`config.mk`:
```
export PLATFORM = sky130hd
export DESIGN_NAME = c420ds_ram
export DESIGN_NICKNAME = d
export VERILOG_FILES = /design/src/rtl/core/c420ds_ram.sv
export SDC_FILE = /design/constraint.sdc
export NUM_CORES = 1
export LEC_CHECK = 0
export BUFFER_PORTS_ARGS = -buffer_cell sky130_fd_sc_hd__buf_4
export CAP_MARGIN = 10
export CORE_AREA = 2 2 111 113
export CTS_CLUSTER_SIZE = 40
export DETAILED_ROUTE_END_ITERATION = 8
export DIE_AREA = 0 0 113 115
export GPL_TIMING_DRIVEN = 0
export PLACE_DENSITY_LB_ADDON = 0.1
export SLEW_MARGIN = 5
export SYNTH_ARGS = -nofsm -noshare
export SYNTH_HDL_FRONTEND = slang
export SYNTH_SLANG_ARGS = --single-unit
```
`constraint.sdc`:
```
create_clock -name clock -period 2.2 [get_ports clock]
set_input_delay 0.22 -clock clock [delete_from_list [all_inputs] [get_ports clock]]
set_output_delay 0.22 -clock clock [all_outputs]
set_load 0.02 [all_outputs]
```
`src/rtl/core/c420ds_ram.sv`:
```
// ----------------------------------------------------------------------------
// c420ds_ram
// Simple dual-port RAM, one write port, one registered read port.
// ----------------------------------------------------------------------------
module c420ds_ram #(
   parameter int WIDTH = 8,
   parameter int DEPTH = 16
) (
   input  logic                     clock,
   input  logic                     wr_en,
   input  logic [$clog2(DEPTH)-1:0] wr_addr,
   input  logic [WIDTH-1:0]         wr_data,
   input  logic                     rd_en,
   input  logic [$clog2(DEPTH)-1:0] rd_addr,
   output logic [WIDTH-1:0]         rd_data
);

   logic [WIDTH-1:0] mem_ff [DEPTH];
   logic [WIDTH-1:0] rd_data_ff;

   always_ff @(posedge clock) begin
      if (wr_en) begin
         mem_ff[wr_addr] <= wr_data;
      end
      if (rd_en) begin
         rd_data_ff <= mem_ff[rd_addr];
      end
   end

   assign rd_data = rd_data_ff;

endmodule

```
# Word-level counts from Yosys, hierarchy flattened
# Memory sizes are Yosys's and may differ from the RTL's. A register that Yosys moved wholly into a read port is not among the register bits.
# Cells that the tools add are included.
# classes
n_mux	2
# ops
cell	count
two-way mux 1 bit	2
# totals
ff_bits	0
mem_bits_rw	128
input_bits	19
output_inout_bits	8
elab_cells	3
memories	1
# mem_list
name	depth	word_bits	read_ports	rd_ports_with_merged_regs	write_ports	line	rtl
mem_ff	16	8	1	1	1	18	logic [WIDTH-1:0] mem_ff [DEPTH];

# Depth between registers and ports, before layout
# depth
word_depth	2
mapped_depth	5
mapped_depth_nobuf	3

# Worst setup path after synthesis
# Ideal clock, no wire load.
# synth_path
path_kind	input to register
start	in wr_addr[2]
end	mem mem_ff[0][0] (enable)
setup_time_ns	0.383
t_arrival_ns	1.330
path_slack_ns	0.487
stages	2
path_buffers	0
path_cell_list	or3b_2 nor3_1
# synth_lines
item	line	rtl
start, declared	11	input logic [$clog2(DEPTH)-1:0] wr_addr,
end, declared	18	
# Straight into the memory's write port.

# Final worst setup path
# layout_path
start	in wr_addr[2]
end	mem mem_ff[0][7] (enable)
# Straight into the memory's write port.

==> flow_metrics.py <==
metrics = {
    "outcome": {
        "outcome": "finished with violations",
        "violations": "DRC",
    },
    "detailed_routing": {
        "drc_errors": 3,
        "wl_per_cell_um": 23.5,
        "drt_iter0_markers": 137,
        "detail-route-antenna-nets": 0,
        "avgViaCountPerCell": 5.57,
        "drt_pass1_iterations": 6,
        "num_vias": 2433,
        "finalWirelength_mm": 10.3,
    },
    "timing": {
        "hold_viol": 0,
        "rsz0062_at_grt": "no",
        "max_slew_margin_pct": 40.2,
        "skew_ns": 0.0121,
        "finalWorstSetupSlack_ns": 0.582,
        "worst_slew_pin_slew_ns": 0.893,
        "finalCritPeriodShare_pct": 73.5,
        "fmax_mhz": 618,
        "period_minus_slack_ns": 1.62,
        "drv_slew": 0,
        "finalSetupViolations": 0,
    },
    "global_route": {
        "grt_pass1_vias": 2534,
        "overflow": 0,
        "antenna_found_initial": 0,
        "grt_max_degree": 17,
        "grt_pass1_wl_mm": 15.5,
        "grt_usage_pct": 17.2,
    },
    "power": {
        "p_leak_uw": 0.00207,
        "powerDensity_nw_per_um2": 946,
        "peakVddDrop_mv": 0.503,
        "totalPowerFinal_uw": 5830,
    },
    "clock_tree": {
        "cts_sinks": 136,
        "cts_buffers": 17,
        "post_cts_buffers": 0,
        "clockRootBuffer": "clkbuf_16",
        "clock_path_buffers": 2,
        "clk_pin_slew_ns": 0.05,
        "cts-htree-levels": 4,
        "holdBufCountCts": 0,
        "insertion_delay_ns": 0.41,
        "cts_resized": 0,
        "cts_tree": "done",
    },
    "critical_path": {
        "worstSetupEndpointType": "flop",
        "max_stage_delay_ns": 0.54,
        "cp.arrival_ns": 1.72,
        "path_max_fanout": 5,
        "crit_buf_inv": 2,
        "crit_chain": "buf_4, or3b_2, nor3_1, buf_2",
        "critPathTopFamily": "simple AND/OR/NAND/NOR gates",
        "cp_slowest_cell": "or3b_2",
        "worstSetupStartpointType": "input pin",
        "critPathRequiredTime_ns": 2.30,
        "crit_type": "input pin to flop",
    },
    "die": {
        "fp-row-count": 40,
        "dieArea_um2": 13000,
        "start_util_pct": 44.3,
        "die_h_um": 115,
        "ios": 27,
        "core-area_um2": 11800,
        "die_w_um": 113,
    },
    "final_layout": {
        "design_area_um2": 6170,
        "drive_above_1_share_pct": 29.0,
        "nNetsFinal": 296,
        "n_antenna_cell": 0,
        "layout_common_cells": "edfxtp_1, buf_4, mux4_2, clkbuf_16, a22oi_1",
        "area_growth_pct": 18.0,
        "final_common_cell": "edfxtp_1",
    },
    "job": {
        "drv_cap": 0,
    },
    "synthesis": {
        "synth_fp_nets": 248,
        "yosysUniqueCellTypes": 18,
        "yosys_warnings": 0,
        "ys_seq_elements": 136,
        "synth_top_cells_by_area": "edfxtp_1, mux4_2, mux4_1",
        "yosysTopAreaCellShare_pct": 78.1,
        "syn_inst": 229,
        "syn_avg_cell_area_um2": 22.8,
        "synth_top_area_cell": "edfxtp_1",
        "synth_area_um2": 5230,
        "yosysSeqAreaShare_pct": 78.1,
    },
    "place": {
        "gp_congestion": 0.684,
        "dpl_cell_area_um2": 5610,
        "place_hpwl_mm": 6.56,
        "io_buffer_count": 25,
        "dpl_worst_slack_ns": 0.182,
    },
    "worst_hold_path": {
        "hold_class": "input pin to flop",
    },
}
## power breakdown
part / internal, uW / total [uW] / switching [uW]
Sequential: 2920 / 2930 / 12.9
Clock: 1640 / 2590 / 952
Combinational: 130 / 307 / 177
Total: 4690 / 5830 / 1140
## state kept, by name (all words and copies together), names as in the netlist
| name | cells |
|---|---|
| mem_ff | 128 |
| rd_data | 8 |
## synthesized netlist by cell type
master           number
buf_4                 1
edfxtp_1            136
a22oi_1              16
buf_2                 3
clkdlybuf4s25_2       3
nand2b_1              2
or3b_2                1
and2b_1               1
nand2_1               9
mux4_1               14
nor3_1                4
and2_1                1
nor2b_1               1
nand3b_1              2
nor2_1               13
nand3_1               1
mux4_2               18
buf_6                 3
## final timing paths
kind | slack [ns] | depth (start not counted) | startpoint | end
min reg2reg | 0.75 | 3 | mem_ff[8][3] | rd_data[3]
max reg2reg | 0.65 | 3 | mem_ff[5][3] | rd_data[3]
max | 0.58 | 4 | wr_addr[2] | mem_ff[0][7]
min | 0.09 | 1 | rd_en | rd_data[1]
## worst reg2reg max path: stages (launching register included)
cell      delay, ns
edfxtp_1       0.35
mux4_1         0.58
a22oi_1        0.29
nand2_1        0.08
## per-layer routing
metal	share of wire [%]	global-route usage (%)	wire (um)	up-vias
met3	5.8	4.90	593	10
met5	0	0	0	-
met4	1.4	6.10	141	0
met1	46	24.5	4680	1272
met2	47	25.9	4870	67
li1	-	-	-	1084
## per-stage QoR
stage,TNS [ns],std cells,utilization (%),hold WS [ns]
detailed placement,0,403,47.5,0.509
global route,0,437,52.2,0.0904
global placement,-1.03,401,47.4,0.505
floorplan,0,229,-,0.319
finish,0,437,52.2,0.0872
CTS,0,435,52.1,0.0867
## cell families after synthesis
| kind of cell | count (synthesis) | synth area share [%] |
|---|---|---|
| buf+inv | 10 | 1.65 |
| mux | 32 | 14.8 |
| simple gates | 35 | 3.14 |
| compound gates | 16 | 2.30 |
| flops | 136 | 78.1 |
## cell type report
type	count	area [um^2]
plain buffers	10	86.3
clock buffers	20	437
clock inverters	12	109
fillers	936	5640
multi-input cells	83	1060
flip-flops and latches	136	4080
well taps	147	184
repair buffers	29	210
Note: power is estimated with default switching activity, not from simulation.
