### src/rtl/core/c420ds_pkg.sv
// ----------------------------------------------------------------------------
// c420ds_pkg
// Shared constants and types of the 4:2:0 chroma downsampler.
// ----------------------------------------------------------------------------
package c420ds_pkg;

   localparam int MAX_WIDTH   = 2048;
   localparam int STORE_DEPTH = MAX_WIDTH / 2;
   localparam int SLOT_BITS   = $clog2(STORE_DEPTH);
   localparam int COL_BITS    = $clog2(MAX_WIDTH);
   localparam int DIM_BITS    = 12;
   localparam int CSR_IDX_BITS = 1;

   localparam logic [DIM_BITS-1:0] WIDTH_RESET  = DIM_BITS'(640);
   localparam logic [DIM_BITS-1:0] HEIGHT_RESET = DIM_BITS'(480);
   localparam logic [DIM_BITS-1:0] WIDTH_LIMIT  = DIM_BITS'(MAX_WIDTH);

   localparam logic [CSR_IDX_BITS-1:0] CSR_IMAGE_WIDTH  = 1'b0;
   localparam logic [CSR_IDX_BITS-1:0] CSR_IMAGE_HEIGHT = 1'b1;

   // one line store entry: upper pair of a 2x2 block
   typedef struct packed {
      logic [7:0] luma_tl;
      logic [7:0] luma_tr;
      logic [8:0] cb_sum;
      logic [8:0] cr_sum;
   } entry_type;

   localparam int ENTRY_BITS = $bits(entry_type);

   // lower pair of a block, handed from position control to the merge stage
   typedef struct packed {
      logic       valid;
      logic [7:0] luma_bl;
      logic [7:0] luma_br;
      logic [8:0] cb_sum;
      logic [8:0] cr_sum;
      logic       frame_done;
   } lower_type;

endpackage

### src/rtl/core/c420ds_if.sv
// ----------------------------------------------------------------------------
// c420ds_if
// Pixel and block channels with valid/ready handshake.
// ----------------------------------------------------------------------------
interface c420ds_pix_if;
   logic       valid;
   logic       ready;
   logic [7:0] luma;
   logic [7:0] chroma_blue;
   logic [7:0] chroma_red;

   modport source (output valid, output luma, output chroma_blue, output chroma_red,
                   input ready);
   modport sink (input valid, input luma, input chroma_blue, input chroma_red,
                 output ready);
endinterface


### src/rtl/core/c420ds_ctrl.sv
// ----------------------------------------------------------------------------
// c420ds_ctrl
// Frame position counters, size registers, left pixel hold and line store
// access for each accepted pixel.
// ----------------------------------------------------------------------------
module c420ds_ctrl (
   input  logic                                    clock,
   input  logic                                    reset,
   c420ds_pix_if.sink                              pix,
   input  logic                                    take_ok,
   input  logic                                    csr_write_enable,
   input  logic [c420ds_pkg::CSR_IDX_BITS-1:0]     csr_index,
   input  logic [c420ds_pkg::DIM_BITS-1:0]         csr_write_data,
   output logic                                    store_wr_en,
   output logic [c420ds_pkg::SLOT_BITS-1:0]        store_addr,
   output c420ds_pkg::entry_type                   store_wr_data,
   output logic                                    store_rd_en,
   output c420ds_pkg::lower_type                   lower
);

   logic [c420ds_pkg::DIM_BITS-1:0] width_ff, width_in;
   logic [c420ds_pkg::DIM_BITS-1:0] height_ff, height_in;
   logic [c420ds_pkg::COL_BITS-1:0] col_ff, col_in;
   logic [c420ds_pkg::DIM_BITS-1:0] row_ff, row_in;
   logic [23:0]                     left_ff, left_in;

   logic                            accept;
   logic [c420ds_pkg::DIM_BITS-1:0] eff_width;
   logic [c420ds_pkg::DIM_BITS-1:0] col_wide;
   logic [c420ds_pkg::DIM_BITS:0]   row_next1;
   logic [c420ds_pkg::DIM_BITS:0]   row_next2;
   logic [c420ds_pkg::DIM_BITS:0]   col_next2;
   logic                            row_end;
   logic [7:0]                      left_y, left_cb, left_cr;

   assign accept    = pix.valid && take_ok;
   assign pix.ready = take_ok;

   assign eff_width = (width_ff > c420ds_pkg::WIDTH_LIMIT) ? c420ds_pkg::WIDTH_LIMIT
                                                           : width_ff;
   assign col_wide  = c420ds_pkg::DIM_BITS'(col_ff);
   assign col_next2 = {1'b0, col_wide} + 13'd2;
   assign row_next1 = {1'b0, row_ff} + 13'd1;
   assign row_next2 = {1'b0, row_ff} + 13'd2;
   assign row_end   = (({1'b0, col_wide} + 13'd1) >= {1'b0, eff_width});

   assign left_y  = left_ff[23:16];
   assign left_cb = left_ff[15:8];
   assign left_cr = left_ff[7:0];

   // configuration registers
   always_comb begin
      width_in  = width_ff;
      height_in = height_ff;
      if (csr_write_enable) begin
         case (csr_index)
            c420ds_pkg::CSR_IMAGE_WIDTH:  width_in  = csr_write_data;
            c420ds_pkg::CSR_IMAGE_HEIGHT: height_in = csr_write_data;
            default: ;
         endcase
      end
   end

   // position counters and left pixel hold
   always_comb begin
      col_in  = col_ff;
      row_in  = row_ff;
      left_in = left_ff;
      if (accept) begin
         if (!col_ff[0]) begin
            left_in = {pix.luma, pix.chroma_blue, pix.chroma_red};
         end
         if (row_end) begin
            col_in = '0;
            row_in = (row_next1 >= {1'b0, height_ff}) ? '0
                                                        : row_next1[c420ds_pkg::DIM_BITS-1:0];
         end else begin
            col_in = col_ff + c420ds_pkg::COL_BITS'(1);
         end
      end
   end

   always_ff @(posedge clock) begin
      if (reset) begin
         width_ff  <= c420ds_pkg::WIDTH_RESET;
         height_ff <= c420ds_pkg::HEIGHT_RESET;
         col_ff    <= '0;
         row_ff    <= '0;
         left_ff   <= '0;
      end else begin
         width_ff  <= width_in;
         height_ff <= height_in;
         col_ff    <= col_in;
         row_ff    <= row_in;
         left_ff   <= left_in;
      end
   end

   // odd column closes a pair: even row stores it, odd row fetches the upper pair
   assign store_addr    = col_ff[c420ds_pkg::COL_BITS-1:1];
   assign store_wr_en   = accept && col_ff[0] && !row_ff[0];
   assign store_rd_en   = accept && col_ff[0] && row_ff[0];

   assign store_wr_data.luma_tl = left_y;
   assign store_wr_data.luma_tr = pix.luma;
   assign store_wr_data.cb_sum  = {1'b0, left_cb} + {1'b0, pix.chroma_blue};
   assign store_wr_data.cr_sum  = {1'b0, left_cr} + {1'b0, pix.chroma_red};

   assign lower.valid      = store_rd_en;
   assign lower.luma_bl    = left_y;
   assign lower.luma_br    = pix.luma;
   assign lower.cb_sum     = store_wr_data.cb_sum;
   assign lower.cr_sum     = store_wr_data.cr_sum;
   assign lower.frame_done = (col_next2 >= {1'b0, eff_width}) &&
                             (row_next2 >= {1'b0, height_ff});

endmodule

### src/flat_wrapper.sv
// flat-port wrapper written by rule: the top's interface ports become plain ports
module c420ds_ctrl_flat 
  (clock, reset, take_ok, csr_write_enable, csr_index, csr_write_data, store_wr_en, store_addr, store_wr_data, store_rd_en, lower, pix_valid, pix_luma, pix_chroma_blue, pix_chroma_red, pix_ready);
  c420ds_pix_if pix_i ();
  input  logic clock;
  input  logic reset;
  input  logic take_ok;
  input  logic csr_write_enable;
  input  logic [c420ds_pkg::CSR_IDX_BITS-1:0] csr_index;
  input  logic [c420ds_pkg::DIM_BITS-1:0] csr_write_data;
  output logic store_wr_en;
  output logic [c420ds_pkg::SLOT_BITS-1:0] store_addr;
  output c420ds_pkg::entry_type store_wr_data;
  output logic store_rd_en;
  output c420ds_pkg::lower_type lower;
  input wire logic [$bits(pix_i.valid)-1:0] pix_valid;
  input wire logic [$bits(pix_i.luma)-1:0] pix_luma;
  input wire logic [$bits(pix_i.chroma_blue)-1:0] pix_chroma_blue;
  input wire logic [$bits(pix_i.chroma_red)-1:0] pix_chroma_red;
  output wire logic [$bits(pix_i.ready)-1:0] pix_ready;
  assign pix_i.valid = pix_valid;
  assign pix_i.luma = pix_luma;
  assign pix_i.chroma_blue = pix_chroma_blue;
  assign pix_i.chroma_red = pix_chroma_red;
  assign pix_ready = pix_i.ready;
  c420ds_ctrl u_core (.clock(clock), .reset(reset), .pix(pix_i), .take_ok(take_ok), .csr_write_enable(csr_write_enable), .csr_index(csr_index), .csr_write_data(csr_write_data), .store_wr_en(store_wr_en), .store_addr(store_addr), .store_wr_data(store_wr_data), .store_rd_en(store_rd_en), .lower(lower));
endmodule
### config.mk
export PLATFORM = sky130hd
export DESIGN_NAME = c420ds_ctrl_flat
export DESIGN_NICKNAME = d
export VERILOG_FILES = /design/src/rtl/core/c420ds_pkg.sv /design/src/rtl/core/c420ds_if.sv /design/src/rtl/core/c420ds_ctrl.sv /design/src/flat_wrapper.sv
export SDC_FILE = /design/constraint.sdc
export NUM_CORES = 1
export LEC_CHECK = 0
export BUFFER_PORTS_ARGS = -buffer_cell sky130_fd_sc_hd__buf_2
export CAP_MARGIN = 20
export CORE_ASPECT_RATIO = 0.6
export CORE_UTILIZATION = 55
export CTS_BUF_LIST = sky130_fd_sc_hd__clkbuf_2
export DETAILED_ROUTE_END_ITERATION = 16
export PLACE_DENSITY_LB_ADDON = 0.08
export SLEW_MARGIN = 20
export SYNTH_ARGS = -nofsm -noshare
export SYNTH_HDL_FRONTEND = slang
export SYNTH_SLANG_ARGS = --single-unit
### constraint.sdc
create_clock -name clock -period 3.6 [get_ports clock]
set_input_delay 0.9 -clock clock [delete_from_list [all_inputs] [get_ports clock]]
set_output_delay 0.9 -clock clock [all_outputs]
set_load 0.02 [all_outputs]
-- Word level (Yosys, flattened, before mapping)
Index checks and enable logic that the tools add are counted.
- bits of input ports: 42
- output and inout bits: 83
- word-level logic and storage cells: 32
- flip-flop bits (word level): 71
- add/subtract/negate cells: 7
- bitwise operators: 2
- order comparisons: 5
- reductions and logical operators: 10
- muxes and demuxes: 3
- operator list (cell ; count):
    $ge 13x12->1 ; 4
    $mux 12 ; 2
    $add 8x8->9 ; 2
    $add 12x1->13 const B ; 1
    $add 12x2->13 const B ; 1
    $add 11x1->12 const B ; 1
    $add 11x2->12 const B ; 1
    $gt 12x12->1 const B ; 1
    $add 11x1->11 const B ; 1
    $mux 11 ; 1
    $reduce_and 2->1 ; 4
    $logic_and 1x1->1 ; 5
    $not 1->1 ; 2
    $logic_not 1->1 ; 1

-- Longest topological paths before layout
- depth in word-level cells: 4
- depth in mapped cells: 14
- depth with buffers taken out: 13

-- Worst setup path before layout
Ideal clock, no wire load.
- kind: input to output
- from: input port pix_chroma_red[0]
- to: output port store_wr_data[8] in the netlist's numbering
- buffers on the path: 1
- required time: 2.700 ns
- cell stages on the path: 10
- setup slack: -0.042 ns
- data arrival time: 2.742 ns
- cells stage by stage: ha_1 inv_1 fa_1 nor2b_1 o21ai_0 nand2_1 a21o_1 a21oi_1 o21ai_0 buf_4
- RTL lines (item ; line ; RTL):
    start: declaration ; flat_wrapper.sv:19 ; input wire logic [$bits(pix_i.chroma_red)-1:0] pix_chroma_red;
    end: declaration ; flat_wrapper.sv:13 ; output c420ds_pkg::entry_type store_wr_data;

==> qor.txt <==
Final hold slack: 0.4712 ns
Core area: 9256 µm²
Worst setup path class: reg2out
Max_cap viols: 0
PwrDens: 296.9 nW/µm²
Die width: 128.8 µm
Crit end category: output pin
Max Root-Sink Buffers: 2
IO Pins: 125
Most frequent cells in the layout: nand2_1 (133), buf_2 (120), ha_1 (66)
Via density: 5.244
First-pass GRT wire length: 20630 µm
1st-pass router iterations: 5
Post-route minimum period: 3.686 ns
Data required, critical path: 2.70 ns
Final worst slack: -0.08649 ns
Layout cells sized above 1: 26.76%
Fillers: 849
Wire length per cell: 14.55 µm
Syn. warnings: 0
Num Clock Sinks: 71
Syn avg cell area: 7.850 µm²
Total die area: 10060 µm²
Initial antenna violation count: 0
Skew-Pair Late Insertion Delay: 0.54 ns
Sequential share of the synthesized area: 26.79%
Fmax: 0.2713 GHz
EDFF count, synth: 0
Tightest Pin Transition: 0.8278 ns
Final Cycle Share: 102.4%
Placed cells: 852
CTS Root Cell: clkbuf_2
Leak pwr: 2.917 nW
Asr flop ratio synth: 0%
Highest Signal Layer: met4
CP startpoint kind: flip-flop
CTS Buf Count: 9
Final Skew: 0.02941 ns
CTS tree: built
Peak VDD IR: 215.7 µV
Dominant synthesized flop cell: dfxtp_1
Syn_nets: 788
Most common cell after layout, fill and taps aside: nand2_1
H-tree Lvls: 3
Crit path max fanout: 5
# rows: 27
Failing checks: setup timing
Hold Vio Cnt, Final: 0
Final setup vio count: 1
Dpl hpwl: 10090 µm
HP Class: reg2reg
Synth Instances: 676
Initial drt markers: 300
DRT Wirelength: 12840 µm
Synth unique cells: 45
GRT overflow: 0
Area Growth Syn to Fin: 13.44%
Port Buf Inserts: 124
Die Ht: 78.09 µm
Largest net degree at the start of global routing: 60
Post-Syn Area: 5306 µm²
Layout Cells excl Fill: 882
Worst path arrival time: 2.79 ns
Slew margin rel.: 44.70%
Status: complete, but fails checks
Setup TNS: -0.08649 ns
Initial Utilization: 57.33%
Metal3 WL: 1163 µm
Number of global-route vias before repair: 4216
Wl on met1: 6616 µm
Residual DRC: 0
RSZ-0062 raised after global routing: yes
Gpl congestion: 0.8921
Routed wire length on met2: 4966 µm
Final ANT Viol Nets: 0
Flops & latches, synth: 71
Max-slew violations: 0
GRT Util Overall: 26.46%
# nets final: 859
Clk pin slew, worst setup/hold paths: 0.19 ns
DR vias: 4625
stage by stage:
stage          utilization [%]  total power (W)  setup slack, ns  cell area [µm²]
2_1_floorplan                -         0.001187         0.004954             5306
3_3_place_gp             60.61         0.001262          0.03051             5610
3_5_place_dp             60.61         0.001271          0.01403             5610
4_1_cts                  63.98         0.001792         -0.07441             5922
5_1_grt                  65.00         0.001885          -0.2136             6017
6_report                 65.03         0.001787         -0.08649             6020
state kept, by name, indices dropped and copies added, names as in the netlist:
signal            flops
u_core.width_ff      12
u_core.height_ff     12
u_core.row_ff        12
u_core.left_ff       24
u_core.col_ff        11
per-layer routing:
| layer | global-route usage [%] | vias up |
|---|---|---|
| met2 | 36.16 | 160 |
| met4 | 5.176 | 0 |
| met3 | 7.839 | 10 |
| li1 | - | 2364 |
| met1 | 40.21 | 2091 |
| met5 | 0 | - |
where the power goes:
| part | total, W | leakage, nW | internal, W | switching, W |
|---|---|---|---|---|
| combinational | 0.000435 | 2.26 | 0.000161 | 0.000273 |
| clock | 0.000522 | 0.0742 | 0.000229 | 0.000292 |
| sequential | 0.000831 | 0.584 | 0.000812 | 0.0000183 |
final cells by class:
| cell class | count | area [µm²] | share of cell area, % |
|---|---|---|---|
| antenna | 1 | 2.502 | 0.04157 |
| multi-input combinational | 484 | 3304 | 54.90 |
| clock buffer | 10 | 50.05 | 0.8314 |
| tap | 130 | 162.7 | 2.702 |
| inverter | 30 | 116.4 | 1.933 |
| clock inverter | 5 | 83.83 | 1.393 |
| timing repair buffer | 151 | 857.1 | 14.24 |
| sequential | 71 | 1443 | 23.97 |
repair_timing:
action | in CTS | in global routing
gates resized for setup | 30 | 20
hold buffers | 0 | 0
pin swaps | 9 | 9
gates cloned | 0 | 0
setup buffers | 10 | 4
setup endpoints to repair | 3 | 13
cell usage after synthesis (all sizes together) (3+ instances only):
library cell	count	area (µm²)
nor4	3	18.77
nor2b	9	56.30
a22oi	4	30.03
dfxtp	71	1421
clkbuf	21	78.83
and3	11	73.82
inv	30	112.6
nor2	35	133.9
nand3b	7	52.55
a21o	12	90.09
and2	3	18.77
buf	70	510.5
a2bb2oi	3	26.28
nand2	133	499.2
a21oi	59	299.0
a21boi	3	22.52
nand2b	6	37.54
a211oi	7	52.55
xor2	19	166.4
a22o	8	70.07
ha	68	850.8
o21ai	16	80.07
nand3	18	90.09
nor3	6	30.03
xnor2	29	254.0
nand4	8	50.05
o21bai	3	22.52
worst max-delay path, stage by stage (launching register included):
cell,delay [ns]
dfxtp_4,0.43
and3_4,0.22
nand4_1,0.21
nor2_1,0.18
xnor2_1,0.18
ha_1,0.30
a211oi_2,0.22
o311ai_2,0.13
o211ai_1,0.14
a22oi_1,0.10
buf_4,0.17
path summary, 6_finish.rpt:
path | to | cells after the start | startpoint | slack (ns)
min | u_core.width_ff[0]$_SDFFE_PP0P_ | 2 | u_core.width_ff[0]$_SDFFE_PP0P_ | 0.47
max | lower[0] | 10 | u_core.row_ff[4]$_SDFFE_PP0P_ | -0.09
min reg2reg | u_core.width_ff[0]$_SDFFE_PP0P_ | 2 | u_core.width_ff[0]$_SDFFE_PP0P_ | 0.47
max reg2reg | u_core.col_ff[2]$_SDFFE_PP0P_ | 15 | u_core.col_ff[1]$_SDFFE_PP0P_ | 0.19
logic make-up after synthesis:
group	share of synthesized area, %
XOR/XNOR	7.923
flip-flops	26.79
AND/OR/NAND/NOR	20.59
AO/OA/AOI/OAI	14.69
adder cells (fa/ha/maj)	16.79
buffers and inverters	13.23
Power figures use the tool's default switching activity.
