--- config.mk ---
export PLATFORM = sky130hd
export DESIGN_NAME = c420ds_merge_flat
export DESIGN_NICKNAME = d
export VERILOG_FILES = /design/src/rtl/core/c420ds_pkg.sv /design/src/rtl/core/c420ds_if.sv /design/src/rtl/core/c420ds_merge.sv /design/src/flat_wrapper.sv
export SDC_FILE = /design/constraint.sdc
export NUM_CORES = 1
export LEC_CHECK = 0
export ABC_AREA = 1
export BUFFER_PORTS_ARGS = -buffer_cell sky130_fd_sc_hd__buf_2
export CORE_ASPECT_RATIO = 0.8
export CORE_UTILIZATION = 49
export CTS_CLUSTER_SIZE = 16
export DETAILED_ROUTE_END_ITERATION = 12
export PLACE_DENSITY = 0.76
export SYNTH_ARGS = -nofsm -noshare
export SYNTH_HDL_FRONTEND = slang
export SYNTH_SLANG_ARGS = --single-unit
--- constraint.sdc ---
create_clock -name clock -period 2.4 [get_ports clock]
set_input_delay 0.36 -clock clock [delete_from_list [all_inputs] [get_ports clock]]
set_output_delay 0.36 -clock clock [all_outputs]
set_load 0.005 [all_outputs]
--- src/rtl/core/c420ds_pkg.sv ---
// ----------------------------------------------------------------------------
// c420ds_pkg
// Shared constants and types of the 4:2:0 chroma downsampler.
// ----------------------------------------------------------------------------
package c420ds_pkg;

   localparam int MAX_WIDTH   = 2048;
   localparam int STORE_DEPTH = MAX_WIDTH / 2;
   localparam int SLOT_BITS   = $clog2(STORE_DEPTH);
   localparam int COL_BITS    = $clog2(MAX_WIDTH);
   localparam int DIM_BITS    = 12;
   localparam int CSR_IDX_BITS = 1;

   localparam logic [DIM_BITS-1:0] WIDTH_RESET  = DIM_BITS'(640);
   localparam logic [DIM_BITS-1:0] HEIGHT_RESET = DIM_BITS'(480);
   localparam logic [DIM_BITS-1:0] WIDTH_LIMIT  = DIM_BITS'(MAX_WIDTH);

   localparam logic [CSR_IDX_BITS-1:0] CSR_IMAGE_WIDTH  = 1'b0;
   localparam logic [CSR_IDX_BITS-1:0] CSR_IMAGE_HEIGHT = 1'b1;

   // one line store entry: upper pair of a 2x2 block
   typedef struct packed {
      logic [7:0] luma_tl;
      logic [7:0] luma_tr;
      logic [8:0] cb_sum;
      logic [8:0] cr_sum;
   } entry_type;

   localparam int ENTRY_BITS = $bits(entry_type);

   // lower pair of a block, handed from position control to the merge stage
   typedef struct packed {
      logic       valid;
      logic [7:0] luma_bl;
      logic [7:0] luma_br;
      logic [8:0] cb_sum;
      logic [8:0] cr_sum;
      logic       frame_done;
   } lower_type;

endpackage

--- src/rtl/core/c420ds_if.sv ---


interface c420ds_blk_if;
   logic       valid;
   logic       ready;
   logic [7:0] luma_top_left;
   logic [7:0] luma_top_right;
   logic [7:0] luma_bottom_left;
   logic [7:0] luma_bottom_right;
   logic [7:0] blue_average;
   logic [7:0] red_average;
   logic       frame_done;

   modport source (output valid, output luma_top_left, output luma_top_right,
                   output luma_bottom_left, output luma_bottom_right,
                   output blue_average, output red_average, output frame_done,
                   input ready);
   modport sink (input valid, input luma_top_left, input luma_top_right,
                 input luma_bottom_left, input luma_bottom_right,
                 input blue_average, input red_average, input frame_done,
                 output ready);
endinterface

--- src/rtl/core/c420ds_merge.sv ---
// ----------------------------------------------------------------------------
// c420ds_merge
// Joins the fetched upper pair with the lower pair, forms the chroma
// averages and holds the block in the output register.
// ----------------------------------------------------------------------------
module c420ds_merge (
   input  logic                   clock,
   input  logic                   reset,
   input  c420ds_pkg::lower_type  lower,
   input  c420ds_pkg::entry_type  upper,
   output logic                   take_ok,
   c420ds_blk_if.source           blk
);

   logic                  s1_valid_ff, s1_valid_in;
   c420ds_pkg::lower_type s1_ff, s1_in;
   logic                  out_valid_ff, out_valid_in;
   logic [7:0]            tl_ff, tl_in, tr_ff, tr_in, bl_ff, bl_in, br_ff, br_in;
   logic [7:0]            cb_ff, cb_in, cr_ff, cr_in;
   logic                  done_ff, done_in;

   logic                  out_free;
   logic [9:0]            cb_total, cr_total;

   assign out_free = !out_valid_ff || blk.ready;
   assign take_ok  = !s1_valid_ff || out_free;

   assign cb_total = {1'b0, upper.cb_sum} + {1'b0, s1_ff.cb_sum};
   assign cr_total = {1'b0, upper.cr_sum} + {1'b0, s1_ff.cr_sum};

   always_comb begin
      s1_valid_in = s1_valid_ff;
      s1_in       = s1_ff;
      if (take_ok) begin
         s1_valid_in = lower.valid;
         s1_in       = lower;
      end
   end

   always_comb begin
      out_valid_in = out_valid_ff;
      tl_in   = tl_ff;
      tr_in   = tr_ff;
      bl_in   = bl_ff;
      br_in   = br_ff;
      cb_in   = cb_ff;
      cr_in   = cr_ff;
      done_in = done_ff;
      if (out_free) begin
         out_valid_in = s1_valid_ff;
         tl_in   = upper.luma_tl;
         tr_in   = upper.luma_tr;
         bl_in   = s1_ff.luma_bl;
         br_in   = s1_ff.luma_br;
         cb_in   = cb_total[9:2];
         cr_in   = cr_total[9:2];
         done_in = s1_ff.frame_done;
      end
   end

   always_ff @(posedge clock) begin
      if (reset) begin
         s1_valid_ff  <= 1'b0;
         out_valid_ff <= 1'b0;
      end else begin
         s1_valid_ff  <= s1_valid_in;
         out_valid_ff <= out_valid_in;
      end
   end

   always_ff @(posedge clock) begin
      s1_ff   <= s1_in;
      tl_ff   <= tl_in;
      tr_ff   <= tr_in;
      bl_ff   <= bl_in;
      br_ff   <= br_in;
      cb_ff   <= cb_in;
      cr_ff   <= cr_in;
      done_ff <= done_in;
   end

   assign blk.valid             = out_valid_ff;
   assign blk.luma_top_left     = tl_ff;
   assign blk.luma_top_right    = tr_ff;
   assign blk.luma_bottom_left  = bl_ff;
   assign blk.luma_bottom_right = br_ff;
   assign blk.blue_average      = cb_ff;
   assign blk.red_average       = cr_ff;
   assign blk.frame_done        = done_ff;

endmodule

--- src/flat_wrapper.sv ---
// flat-port wrapper written by rule: the top's interface ports become plain ports
module c420ds_merge_flat 
  (clock, reset, lower, upper, take_ok, blk_valid, blk_luma_top_left, blk_luma_top_right, blk_luma_bottom_left, blk_luma_bottom_right, blk_blue_average, blk_red_average, blk_frame_done, blk_ready);
  c420ds_blk_if blk_i ();
  input  logic clock;
  input  logic reset;
  input  c420ds_pkg::lower_type lower;
  input  c420ds_pkg::entry_type upper;
  output logic take_ok;
  output wire logic [$bits(blk_i.valid)-1:0] blk_valid;
  output wire logic [$bits(blk_i.luma_top_left)-1:0] blk_luma_top_left;
  output wire logic [$bits(blk_i.luma_top_right)-1:0] blk_luma_top_right;
  output wire logic [$bits(blk_i.luma_bottom_left)-1:0] blk_luma_bottom_left;
  output wire logic [$bits(blk_i.luma_bottom_right)-1:0] blk_luma_bottom_right;
  output wire logic [$bits(blk_i.blue_average)-1:0] blk_blue_average;
  output wire logic [$bits(blk_i.red_average)-1:0] blk_red_average;
  output wire logic [$bits(blk_i.frame_done)-1:0] blk_frame_done;
  input wire logic [$bits(blk_i.ready)-1:0] blk_ready;
  assign blk_valid = blk_i.valid;
  assign blk_luma_top_left = blk_i.luma_top_left;
  assign blk_luma_top_right = blk_i.luma_top_right;
  assign blk_luma_bottom_left = blk_i.luma_bottom_left;
  assign blk_luma_bottom_right = blk_i.luma_bottom_right;
  assign blk_blue_average = blk_i.blue_average;
  assign blk_red_average = blk_i.red_average;
  assign blk_frame_done = blk_i.frame_done;
  assign blk_i.ready = blk_ready;
  c420ds_merge u_core (.clock(clock), .reset(reset), .lower(lower), .upper(upper), .take_ok(take_ok), .blk(blk_i));
endmodule
==> Word level (Yosys, flattened, before mapping) <==
Index checks and enable logic that the tools add are counted.
{ "totals": {"regBits": 86, "elab_cells": 20} }
{ "classes": {"add_sub_neg": 2, "reduce_logical": 4} }
{ "op_table": {"columns": ["cell", "count"], "rows": [
  ["adder 9 x 9 -> 10 bit", 2],
  ["logical NOT 1 bit", 2],
  ["logical OR 1 bit", 2]
]} }

==> Depth between registers and ports, before layout <==
Gate-level depths: netlist of run 1.
{ "depth": {"ltp_word": 3, "depth_mapped": 9} }

==> Worst setup path before layout of run 1 <==
Ideal clock, no wire load.
{ "synth_path": {"path_kind": "input to register", "from": "in blk_ready", "to": "reg u_core.s1_ff[0] (netlist bit) (enable)", "setup_ns": 0.609, "t_arrival_ns": 1.265, "slack_ns": 0.526, "path_stages": 2, "path_cell_list": "inv_1 -> nand3_1"} }
{ "synth_via": {"elab_chain_cells": 2} }
{ "synth_rtl": {"columns": ["element", "line_no", "source"], "rows": [
  ["start: declaration", "flat_wrapper.sv:18", "input wire logic [$bits(blk_i.ready)-1:0] blk_ready;"],
  ["logical OR 1 bit", "c420ds_merge.sv:25", "assign out_free = !out_valid_ff || blk.ready;"],
  ["logical OR 1 bit", "c420ds_merge.sv:26", "assign take_ok = !s1_valid_ff || out_free;"],
  ["via take_ok", "flat_wrapper.sv:9", "output logic take_ok;"],
  ["end signal: assignment", "c420ds_merge.sv:72", "s1_ff <= s1_in;"],
  ["end: declaration", "c420ds_merge.sv:16", "c420ds_pkg::lower_type s1_ff, s1_in;"]
]} }
The timed path passes the listed nets, and every way through them passes these cells.
A chain may end at the register's enable or synchronous reset.

==> Worst setup path in the final report of run 1 <==
{ "layout_path": {"from": "reg u_core.s1_ff[5] (netlist bit)", "to": "reg u_core.cr_ff[5], in the netlist u_core.blk.red_average[5], data pin"} }
{ "layout_via": {"elab_chain_cells": 1} }
{ "layout_rtl": {"columns": ["element", "line_no", "source"], "rows": [
  ["adder 9 x 9 -> 10 bit", "c420ds_merge.sv:29", "assign cr_total = {1'b0, upper.cr_sum} + {1'b0, s1_ff.cr_sum};"],
  ["via u_core.cr_total[7]", "c420ds_merge.sv:23", "logic [9:0] cb_total, cr_total;"],
  ["end signal: assignment", "c420ds_merge.sv:78", "cr_ff <= cr_in;"],
  ["end: declaration", "c420ds_merge.sv:19", "logic [7:0] cb_ff, cb_in, cr_ff, cr_in;"]
]} }
The timed path passes the listed nets, and every way through them passes these cells.

==> flow_metrics.py, run 1 <==
metrics = {
    "layout": {
        "n_fill_cell": 476,
        "final_cell_mix": "buf_2, edfxtp_1, nand2_1, inv_1, ha_1",
        "fin_area_sq_um": 4380,
        "final_common_cell": "buf_2",
        "finish.net_count": 468,
        "area_growth_pct": 28.01,
        "layout-drive-gt1-share_pct": 43.49,
        "num_antenna_cells": 0,
    },
    "status": {
        "outcome": "finished, final reports clean",
    },
    "power_and_ir_drop": {
        "p_sw_mw": 0.7787,
        "p_sw_share_pct": 23.94,
        "combPwrFrac_pct": 12.4,
        "pwr-share-seq_pct": 56.1,
        "clkPwrFrac_pct": 31.5,
        "intPower_mw": 2.474,
        "peakVddDrop_uv": 483.6,
        "powerDensity_nw_per_um2": 742.5,
        "cellLeakagePower_nw": 2.062,
    },
    "worst_hold_path": {
        "hold_start": "reset",
        "hold-path-endpoint": "u_core.blk.valid",
        "whs_path_depth": 2,
        "min_path_type": "input pin to flip-flop",
    },
    "synth": {
        "syn_area_sq_um": 3422,
        "yosys_warnings": 0,
        "synth-seq-cells": 86,
        "synth_cell_type_count": 19,
        "avgSynthCellArea_sq_um": 14.08,
        "synth_top_area_cell": "edfxtp_1",
        "synth_nets": 332,
        "synthTopCellsByArea": "edfxtp_1, ha_1, nand2_1",
        "synthCells": 243,
        "netlist.area_leader.share_pct": 73.71,
        "yosysSeqAreaShare_pct": 74.88,
    },
    "floorplanning": {
        "initial_core_util_pct": 52.08,
        "die-area_sq_um": 7324,
        "die_w_microns": 95.43,
        "fp.dieH_microns": 76.75,
        "ioPinCount": 124,
        "core_area_sq_um": 6571,
        "row_count": 26,
    },
    "cts": {
        "cts-htree-levels": 3,
        "cts_tree": "yes",
        "ctsRootBufferMaster": "clkbuf_8",
        "cts_setup_buffers": 0,
        "clockBufferDepth": 2,
        "clk_pin_slew_worst_paths_ns": 0.09,
        "clock_sinks": 86,
        "cts_resized": 0,
        "clk_latency_ns": 0.35,
        "cts_buffers": 9,
        "holdBufCountCts": 0,
    },
    "worst_setup_path": {
        "required_ns": 2.52,
        "crit_chain": "ha_1, nand2_1, nand2_1, inv_2, nor2_2, nor2_1, nand2_1, nand2_1, nand2_1",
        "r2r_setup_slack_ns": 0.85,
        "timing_worst_setup_path_type": "flip-flop to flip-flop",
        "arrival_ns": 1.67,
        "crit_path_top_delay_cell": "edfxtp_1",
        "worstSetupStartpointType": "flip-flop",
        "crit_path_end_kind": "flip-flop",
        "crit_top_cell": "nand2_1",
        "slowest_delay_ns": 0.40,
        "critical-path-top-delay-family": "simple AND/OR/NAND/NOR gates",
        "rr_endpoint": "u_core.blk.red_average[5]",
        "crit_buf_inv": 1,
        "path_max_fanout": 4,
        "r2r_cells": 9,
        "r2r_start": "u_core.s1_ff[5]",
    },
    "sta": {
        "min_period_ns": 1.549,
        "fmax_mhz": 645.8,
        "skew_ns": 0.01107,
        "finalSetupViolCount": 0,
        "relSlewSlack_pct": 69.84,
        "worst_slew_pin_slew_ns": 0.4524,
        "setup_tns_ns": 0,
        "drv_slew": 0,
        "period_share_pct": 64.52,
        "hold_viol": 0,
        "rsz0062_at_grt": "no",
    },
    "detailed_routing": {
        "drt_iter0_markers": 116,
        "routed_via_density": 4.744,
        "dr.pass1.iters": 4,
        "vias": 2220,
        "drc_errors": 0,
        "wl_microns": 6076,
        "routedWlPerCell_microns": 12.98,
        "postRouteAntennaNets": 0,
    },
    "grt": {
        "grt_max_degree": 40,
        "grt_first_pass_wirelength_microns": 9618,
        "grt_overflow": 0,
        "grt_usage_pct": 17.91,
        "antenna_found_initial": 0,
        "grt_pass1_vias": 2227,
    },
    "flow_run": {
        "cap_violations": 0,
    },
    "place": {
        "numPortBuffers": 123,
        "hpwlAfterDp_microns": 4582,
        "place_area_sq_um": 4178,
        "place.gp.congestion": 0.8311,
    },
}
## routing by layer
metal / vias up / routed length, microns / global-route usage [%]
met1: 1008 / 2301 / 18.38
met2: 96 / 3099 / 31.36
met5: - / 0 / 0
li1: 1102 / - / -
met4: 0 / 155 / 8.955
met3: 14 / 520 / 6.845
## Yosys cell counts (all sizes together)
master   n
o21ai    6
edfxtp  84
ha      16
nor3     2
nand3   11
xor2     6
nand2   65
dfxtp    2
clkinv   2
a21oi    8
nor2     8
inv     33
## through the flow
step           utilization, %  hold WS [ns]  cells  setup WS [ns]  total power, mW
2_1_floorplan               -        0.4003    243         0.5261            2.064
3_3_place_gp            63.58        0.4005    452         0.8187            2.244
3_5_place_dp            63.58        0.4045    452         0.7702            2.266
4_1_cts                 66.66        0.1425    468         0.8554            3.285
5_1_grt                 66.66        0.1417    468         0.7371            3.406
6_report                66.66        0.1662    468         0.8514            3.252
## cell families after synthesis
family,share of synthesized area (%)
DFF,74.88
AOI/OAI and AO/OA,2.377
buffers and inverters,3.839
adders and majority gates,5.850
xor gates and xnor gates,1.536
and+or+nand+nor,11.52
## cell type report
| class | count | area (sq um) | share of cell area (%) |
|---|---|---|---|
| Sequential cell | 86 | 2562 | 58.50 |
| Multi-Input combinational cell | 122 | 735.7 | 16.80 |
| Timing Repair Buffer | 125 | 643.1 | 14.68 |
| Inverter | 35 | 131.4 | 2.999 |
| Clock buffer | 9 | 123.9 | 2.828 |
| Tap cell | 84 | 105.1 | 2.399 |
| Clock inverter | 7 | 78.83 | 1.799 |
## flip-flops by register name, summed over array words and instances, names as in the netlist
register / cells
u_core.blk.valid: 1
u_core.blk.frame_done: 1
u_core.blk.luma_bottom_left: 8
u_core.s1_valid_ff: 1
u_core.blk.luma_bottom_right: 8
u_core.blk.blue_average: 8
u_core.blk.luma_top_right: 8
u_core.s1_ff: 35
u_core.blk.luma_top_left: 8
u_core.blk.red_average: 8
## power by group through the flow
stage / registers (mW) / logic, mW / clock network (mW)
floorplan: 1.88 / 0.189 / 0
global placement: 1.86 / 0.388 / 0
detailed placement: 1.86 / 0.405 / 0
CTS: 1.83 / 0.406 / 1.05
global route: 1.84 / 0.454 / 1.11
finish: 1.83 / 0.404 / 1.02
## worst max path at each step
stage                                             to              from  depth (start not counted)  slack [ns]
after CTS                 u_core.blk.blue_average[5]  u_core.s1_ff[14]                          9        0.86
after global routing      u_core.blk.blue_average[5]  u_core.s1_ff[14]                          9        0.74
final                      u_core.blk.red_average[5]   u_core.s1_ff[5]                          9        0.85
after detailed placement  u_core.blk.blue_average[5]         upper[13]                         10        0.77
after global placement    u_core.blk.blue_average[5]         upper[13]                         10        0.82
after floorplan                      u_core.s1_ff[0]         blk_ready                          2        0.53
Power figures use the tool's default switching activity.
==> run 2: changes to the inputs <==
- ABC_AREA: 1 -> 0
- CORE_UTILIZATION: 49 -> 43
- PLACE_DENSITY: 0.76 -> 0.72
- clock period: 2.4 -> 1.3 ns (I/O delays scaled with it)
==> run 2 against run 1 <==
The run now ends with DRC, setup timing left. Fmax down 10%. Clock-buffer cell count unchanged. Register-to-register slack worse by 1.3 ns. Highest routed layer unchanged. Via count down 7.8%. Worst setup slack worse by 1.3 ns. Global-route usage down 0.76 points. Flip-flop and latch count unchanged.
==> flow_metrics.py, run 2 <==
metrics = {
    "power_and_ir_drop": {
        "combPwrFrac_pct": 14.3,
        "intPower_mw": 5.110,
        "p_sw_mw": 1.382,
        "cellLeakagePower_nw": 2.033,
        "pwr-share-seq_pct": 52.3,
        "powerDensity_nw_per_um2": 1362,
        "clkPwrFrac_pct": 33.4,
        "peakVddDrop_uv": 890.5,
        "p_sw_share_pct": 21.30,
        "finalPower_mw": 6.492,
    },
    "layout": {
        "area_growth_pct": 49.82,
        "num_antenna_cells": 0,
        "top_register": "u_core.s1_ff",
        "largest_reg_flops": 35,
        "final_cell_mix": "buf_2, edfxtp_1, buf_4, ha_4, clkbuf_8",
        "finish.net_count": 425,
        "final_common_cell": "buf_2",
        "layout-drive-gt1-share_pct": 60.88,
    },
    "cts": {
        "cts-htree-levels": 3,
        "cts_buffers": 9,
        "ctsRootBufferMaster": "clkbuf_8",
        "clk_pin_slew_worst_paths_ns": 0.08,
        "clock_sinks": 86,
        "clockBufferDepth": 2,
        "clk_latency_ns": 0.34,
        "cts_tree": "yes",
    },
    "sta": {
        "fmax_mhz": 578.6,
        "min_period_ns": 1.728,
        "skew_ns": 0.007878,
        "period_share_pct": 132.9,
        "fin_ws_ns": -0.4282,
        "rsz0062_at_grt": "yes",
        "drv_slew": 0,
        "hold_viol": 0,
        "relSlewSlack_pct": 77.51,
        "finalSetupViolCount": 15,
        "worst_slew_pin_slew_ns": 0.3368,
    },
    "worst_setup_path": {
        "arrival_ns": 1.83,
        "r2r_start": "u_core.s1_ff[11]",
        "r2r_setup_slack_ns": -0.43,
        "r2r_cells": 6,
        "slowest_delay_ns": 0.38,
        "cp-startpoint": "u_core.s1_ff[11]",
        "endpoint": "u_core.blk.blue_average[3]",
        "timing_worst_setup_path_type": "flip-flop to flip-flop",
        "crit_path_top_delay_cell": "edfxtp_1",
        "path_max_fanout": 4,
        "worstSetupStartpointType": "flip-flop",
        "crit_path_end_kind": "flip-flop",
        "rr_endpoint": "u_core.blk.blue_average[3]",
        "required_ns": 1.40,
        "crit_chain": "ha_1, nand3_2, a211oi_4, buf_4, a21oi_2, xnor2_1",
    },
    "grt": {
        "grt_max_degree": 37,
        "grt_usage_pct": 17.15,
        "grt_pass1_vias": 2025,
        "grt_first_pass_wirelength_microns": 9894,
        "antenna_found_initial": 0,
        "grt_overflow": 0,
    },
    "worst_hold_path": {
        "min_path_type": "input pin to flip-flop",
    },
    "place": {
        "numPortBuffers": 123,
        "place.gp.congestion": 0.8475,
        "dp_slack_ns": -0.4882,
        "hpwlAfterDp_microns": 4683,
    },
    "floorplanning": {
        "die-area_sq_um": 7750,
        "core_area_sq_um": 7027,
        "fp.dieH_microns": 78.94,
        "row_count": 27,
        "die_w_microns": 98.18,
        "initial_core_util_pct": 45.28,
        "ioPinCount": 124,
    },
    "synth": {
        "synth-adder-area-share_pct": 6.292,
        "avgSynthCellArea_sq_um": 19.64,
        "synth_nets": 251,
        "synth-seq-cells": 86,
        "synth_simple_gate_area_share_pct": 3.618,
        "synthCells": 162,
        "synth_common_cells": "edfxtp_1, ha_1, xnor2_1, a21oi_1, nor2_1",
        "synthMuxAreaShare_pct": 0,
        "yosysSeqAreaShare_pct": 80.53,
        "synth_cell_type_count": 32,
        "netlist.area_leader.share_pct": 79.28,
        "synth_flop_cell": "edfxtp_1",
        "yosysMostFrequentCell": "edfxtp_1",
        "synth_edf_count": 84,
        "async_flop_share_pct": 0,
        "synth_top_area_cell": "edfxtp_1",
        "synthTopCellsByArea": "edfxtp_1, ha_1, xnor2_1",
        "syn_area_sq_um": 3182,
        "yosys_warnings": 0,
        "synth-compound-area-share_pct": 6.017,
        "synth_xor_area_share_pct": 3.303,
        "synth_top_family_by_area": "adder cells",
    },
    "detailed_routing": {
        "vias": 2046,
        "postRouteAntennaNets": 0,
        "drc_errors": 9,
        "routedWlPerCell_microns": 15.32,
        "wl_microns": 6541,
        "drt_iter0_markers": 73,
        "dr.pass1.iters": 8,
        "routed_via_density": 4.792,
    },
    "status": {
        "outcome": "complete, but fails checks",
        "violations": "DRC, setup timing",
    },
    "flow_run": {
        "cap_violations": 0,
    },
}
## run 2: worst min-delay path by stage
stage	slack, ns	startpoint	cells past startpoint	end
CTS	0.0008	lower[24]	1	u_core.s1_ff[24]
finish	0.02	lower[13]	1	u_core.s1_ff[13]
detailed placement	0.37	reset	2	u_core.blk.valid
global placement	0.36	reset	2	u_core.blk.valid
global route	0.0003	lower[19]	1	u_core.s1_ff[19]
floorplan	0.26	reset	1	u_core.blk.valid
## run 2: cell type report
cell class,instances,area [sq um]
flip-flops and latches,86,2564
fillers,476,2260
repair buffers,163,969.7
multi-input cells,74,878.3
clock buffers,9,123.9
clock inverters,6,111.4
well taps,87,108.9
inverters,2,11.26
## run 2: cell families (layout without fill, tap and decap cells)
family,after synthesis,in the layout
flip-flops,86,86
XOR/XNOR,12,12
AND/OR/NAND/NOR,21,21
buffers and inverters,2,180
adder cells (fa/ha/maj),16,16
AO/OA/AOI/OAI,25,25
## run 2: metrics by stage
stage                     hold slack [ns]  area, sq um  TNS, ns  instances  util [%]
after floorplan                    0.2600         3333   -17.63        162         -
after CTS                       0.0008205         4606   -4.549        414     65.54
after global placement             0.3616         4248   -4.300        394     60.45
final                             0.02029         4767   -4.918        427     67.84
after global routing            0.0003206         4767   -5.778        427     67.84
after detailed placement           0.3658         4248   -5.018        394     60.45
## run 2: worst max-delay path, delay by kind of cell (launching register included)
kind	cells	cell delay, ns
AND/OR/NAND/NOR	1	0.11
flip-flops	1	0.38
buffers and inverters	1	0.19
adder cells (fa/ha/maj)	1	0.29
AO/OA/AOI/OAI	2	0.39
XOR/XNOR	1	0.12
## run 2: what timing repair did
item                                    4_1_cts  5_1_grt
resized for setup                            14        8
hold endpoints to repair                      2        6
hold buffers                                  1        6
pin swaps                                     6        4
endpoints found under the setup margin       15       17
buffers inserted                              4        8
## run 2: power groups by stage
stage / Combinational, mW / Sequential, mW / Clock (mW)
2_1_floorplan: 0.331 / 3.48 / 0
3_3_place_gp: 0.783 / 3.45 / 0
3_5_place_dp: 0.809 / 3.46 / 0
4_1_cts: 0.871 / 3.40 / 2.23
5_1_grt: 1.01 / 3.42 / 2.33
6_report: 0.931 / 3.40 / 2.17
## run 2: metal layers
| layer | part of all wire (%) | vias up | track usage [%] | routed length (microns) |
|---|---|---|---|---|
| met4 | 0.83 | 0 | 6.866 | 54 |
| met5 | 0 | - | 0 | 0 |
| met2 | 51 | 74 | 29.23 | 3365 |
| met3 | 5.9 | 7 | 5.370 | 389 |
| met1 | 42 | 979 | 20.46 | 2732 |
| li1 | - | 986 | - | - |
==> run 3: changes to the inputs <==
- CORE_UTILIZATION: 43 -> 48
- PLACE_DENSITY: 0.72 -> 0.76
- clock period: 1.3 -> 1.59 ns (I/O delays scaled with it)
==> run 3 against run 2 <==
Combinational power shrank 22%. Total power shrank 22%. Sequential power shrank 18%. Highest routed layer unchanged. The flow finishes with violations (setup timing). Global-route usage is 1.9 points higher. Register-to-register slack better by 0.28 ns.
==> flow_metrics.py, run 3 (same netlist as run 2, synthesis figures left out) <==
metrics = {
    "status": {
        "outcome": "complete, but fails checks",
        "violations": "setup timing",
    },
    "sta": {
        "fmax_mhz": 574.8,
        "holdWs_ns": 0.05685,
        "skew_ns": 0.006583,
        "fin_ws_ns": -0.1496,
        "period_share_pct": 109.4,
        "relSlewSlack_pct": 77.62,
        "rsz0062_at_grt": "yes",
        "hold_viol": 0,
        "min_period_ns": 1.740,
        "finalSetupViolCount": 13,
        "drv_slew": 0,
        "worst_slew_pin_slew_ns": 0.3346,
    },
    "place": {
        "dp_slack_ns": -0.2107,
        "hpwlAfterDp_microns": 4645,
        "numPortBuffers": 123,
        "place_area_sq_um": 4161,
        "place.gp.congestion": 0.8070,
        "dpl.cell_count": 388,
    },
    "flow_run": {
        "cap_violations": 0,
    },
    "detailed_routing": {
        "wl_microns": 6521,
        "drt_iter0_markers": 51,
        "routedWlPerCell_microns": 16.06,
        "dr.pass1.iters": 6,
        "postRouteAntennaNets": 0,
        "vias": 2011,
        "drc_errors": 0,
        "routed_via_density": 4.953,
    },
    "cts": {
        "clk_pin_slew_worst_paths_ns": 0.08,
        "clock_sinks": 86,
        "cts_tree": "yes",
        "clk_latency_ns": 0.34,
        "ctsRootBufferMaster": "clkbuf_8",
        "cts_buffers": 9,
        "clockBufferDepth": 2,
        "cts-htree-levels": 3,
    },
    "layout": {
        "num_antenna_cells": 0,
        "final_cell_mix": "buf_2, edfxtp_1, buf_4, ha_4, clkbuf_8",
        "top_register": "u_core.s1_ff",
        "finish.net_count": 408,
        "final_cells": 406,
        "area_growth_pct": 43.81,
        "layout-drive-gt1-share_pct": 60.25,
        "multi_input_area_sq_um": 874.6,
        "n_fill_cell": 421,
        "largest_reg_flops": 35,
        "seq_area_sq_um": 2564,
        "final_common_cell": "buf_2",
        "fin_area_sq_um": 4576,
    },
    "grt": {
        "grt_usage_pct": 19.00,
        "grt_overflow": 0,
        "grt_first_pass_wirelength_microns": 9349,
        "antenna_found_initial": 0,
        "grt_pass1_vias": 1959,
        "grt_max_degree": 50,
    },
    "worst_setup_path": {
        "r2r_cells": 5,
        "required_ns": 1.69,
        "rr_endpoint": "u_core.blk.blue_average[6]",
        "arrival_ns": 1.83,
        "r2r_setup_slack_ns": -0.15,
        "worstSetupStartpointType": "flip-flop",
        "slowest_delay_ns": 0.44,
        "path_max_fanout": 5,
        "crit_path_end_kind": "flip-flop",
        "crit_chain": "ha_4, nand3_4, a211oi_4, a311oi_2, xnor2_1",
        "r2r_start": "u_core.s1_ff[11]",
        "timing_worst_setup_path_type": "flip-flop to flip-flop",
        "crit_path_top_delay_cell": "edfxtp_1",
    },
    "floorplanning": {
        "row_count": 26,
        "initial_core_util_pct": 49.65,
        "ioPinCount": 124,
        "die_w_microns": 93.03,
        "fp.dieH_microns": 74.82,
        "core_area_sq_um": 6409,
        "die-area_sq_um": 6960,
    },
    "worst_hold_path": {
        "hold_start": "reset",
        "whs_path_depth": 2,
        "min_path_type": "input pin to flip-flop",
        "hold-path-endpoint": "u_core.blk.valid",
    },
    "power_and_ir_drop": {
        "cellLeakagePower_nw": 1.932,
        "powerDensity_nw_per_um2": 1106,
        "peakVddDrop_uv": 693.0,
    },
}
-- run 3: power by group --
part | switching (mW) | internal (mW) | leakage (nW)
clock | 0.694 | 0.859 | 0.0986
sequential | 0.0654 | 2.72 | 0.900
combinational | 0.327 | 0.397 | 0.934
total | 1.09 | 3.97 | 1.93
-- run 3: area by class of cell --
type | instances | area share (%)
Clock inverter | 5 | 1.668
Clock buffer | 9 | 2.707
Sequential cell | 86 | 56.03
Multi-Input combinational cell | 74 | 19.11
Timing Repair Buffer | 146 | 17.94
Tap cell | 84 | 2.297
Inverter | 2 | 0.2461
-- run 3: metal layers --
metal	wire (microns)	global-route usage (%)	vias up
li1	-	-	954
met1	2512	20.65	965
met2	3545	34.56	81
met3	336	5.556	11
met4	127	9.744	0
met5	0	0	-
-- run 3: how the worst max path moves through the flow --
stage,startpoint,slack (ns),to,cells after the start
final,u_core.s1_ff[11],-0.15,u_core.blk.blue_average[6],5
after global routing,u_core.s1_ff[11],-0.22,u_core.blk.blue_average[6],5
after CTS,u_core.s1_ff[12],-0.13,u_core.blk.blue_average[5],5
after detailed placement,u_core.s1_ff[12],-0.21,u_core.blk.blue_average[5],6
after global placement,u_core.s1_ff[12],-0.17,u_core.blk.blue_average[5],6
after floorplan,u_core.s1_ff[11],-0.04,u_core.blk.blue_average[6],5
-- run 3: stage by stage --
step / power, mW / utilization [%] / TNS, ns
after detailed placement: 3.459 / 64.94 / -1.275
after CTS: 5.073 / 70.23 / -0.7980
after floorplan: 3.089 / - / -0.8080
after global routing: 5.262 / 71.40 / -2.033
final: 5.061 / 71.40 / -1.108
after global placement: 3.421 / 64.94 / -0.6770
-- run 3: critical path: cells and delay by family, from the launching register on --
kind	cells	cell delay [ns]
AND/OR/NAND/NOR	1	0.07
flip-flops	1	0.44
XOR/XNOR	1	0.15
adder cells (fa/ha/maj)	1	0.31
AO/OA/AOI/OAI	2	0.52
-- run 3: what timing repair did --
action                     in CTS  in global routing
resized for setup              18                  9
pin swaps                       9                  9
hold buffers                    0                  0
setup endpoints to repair      10                 14
buffers inserted                4                  2
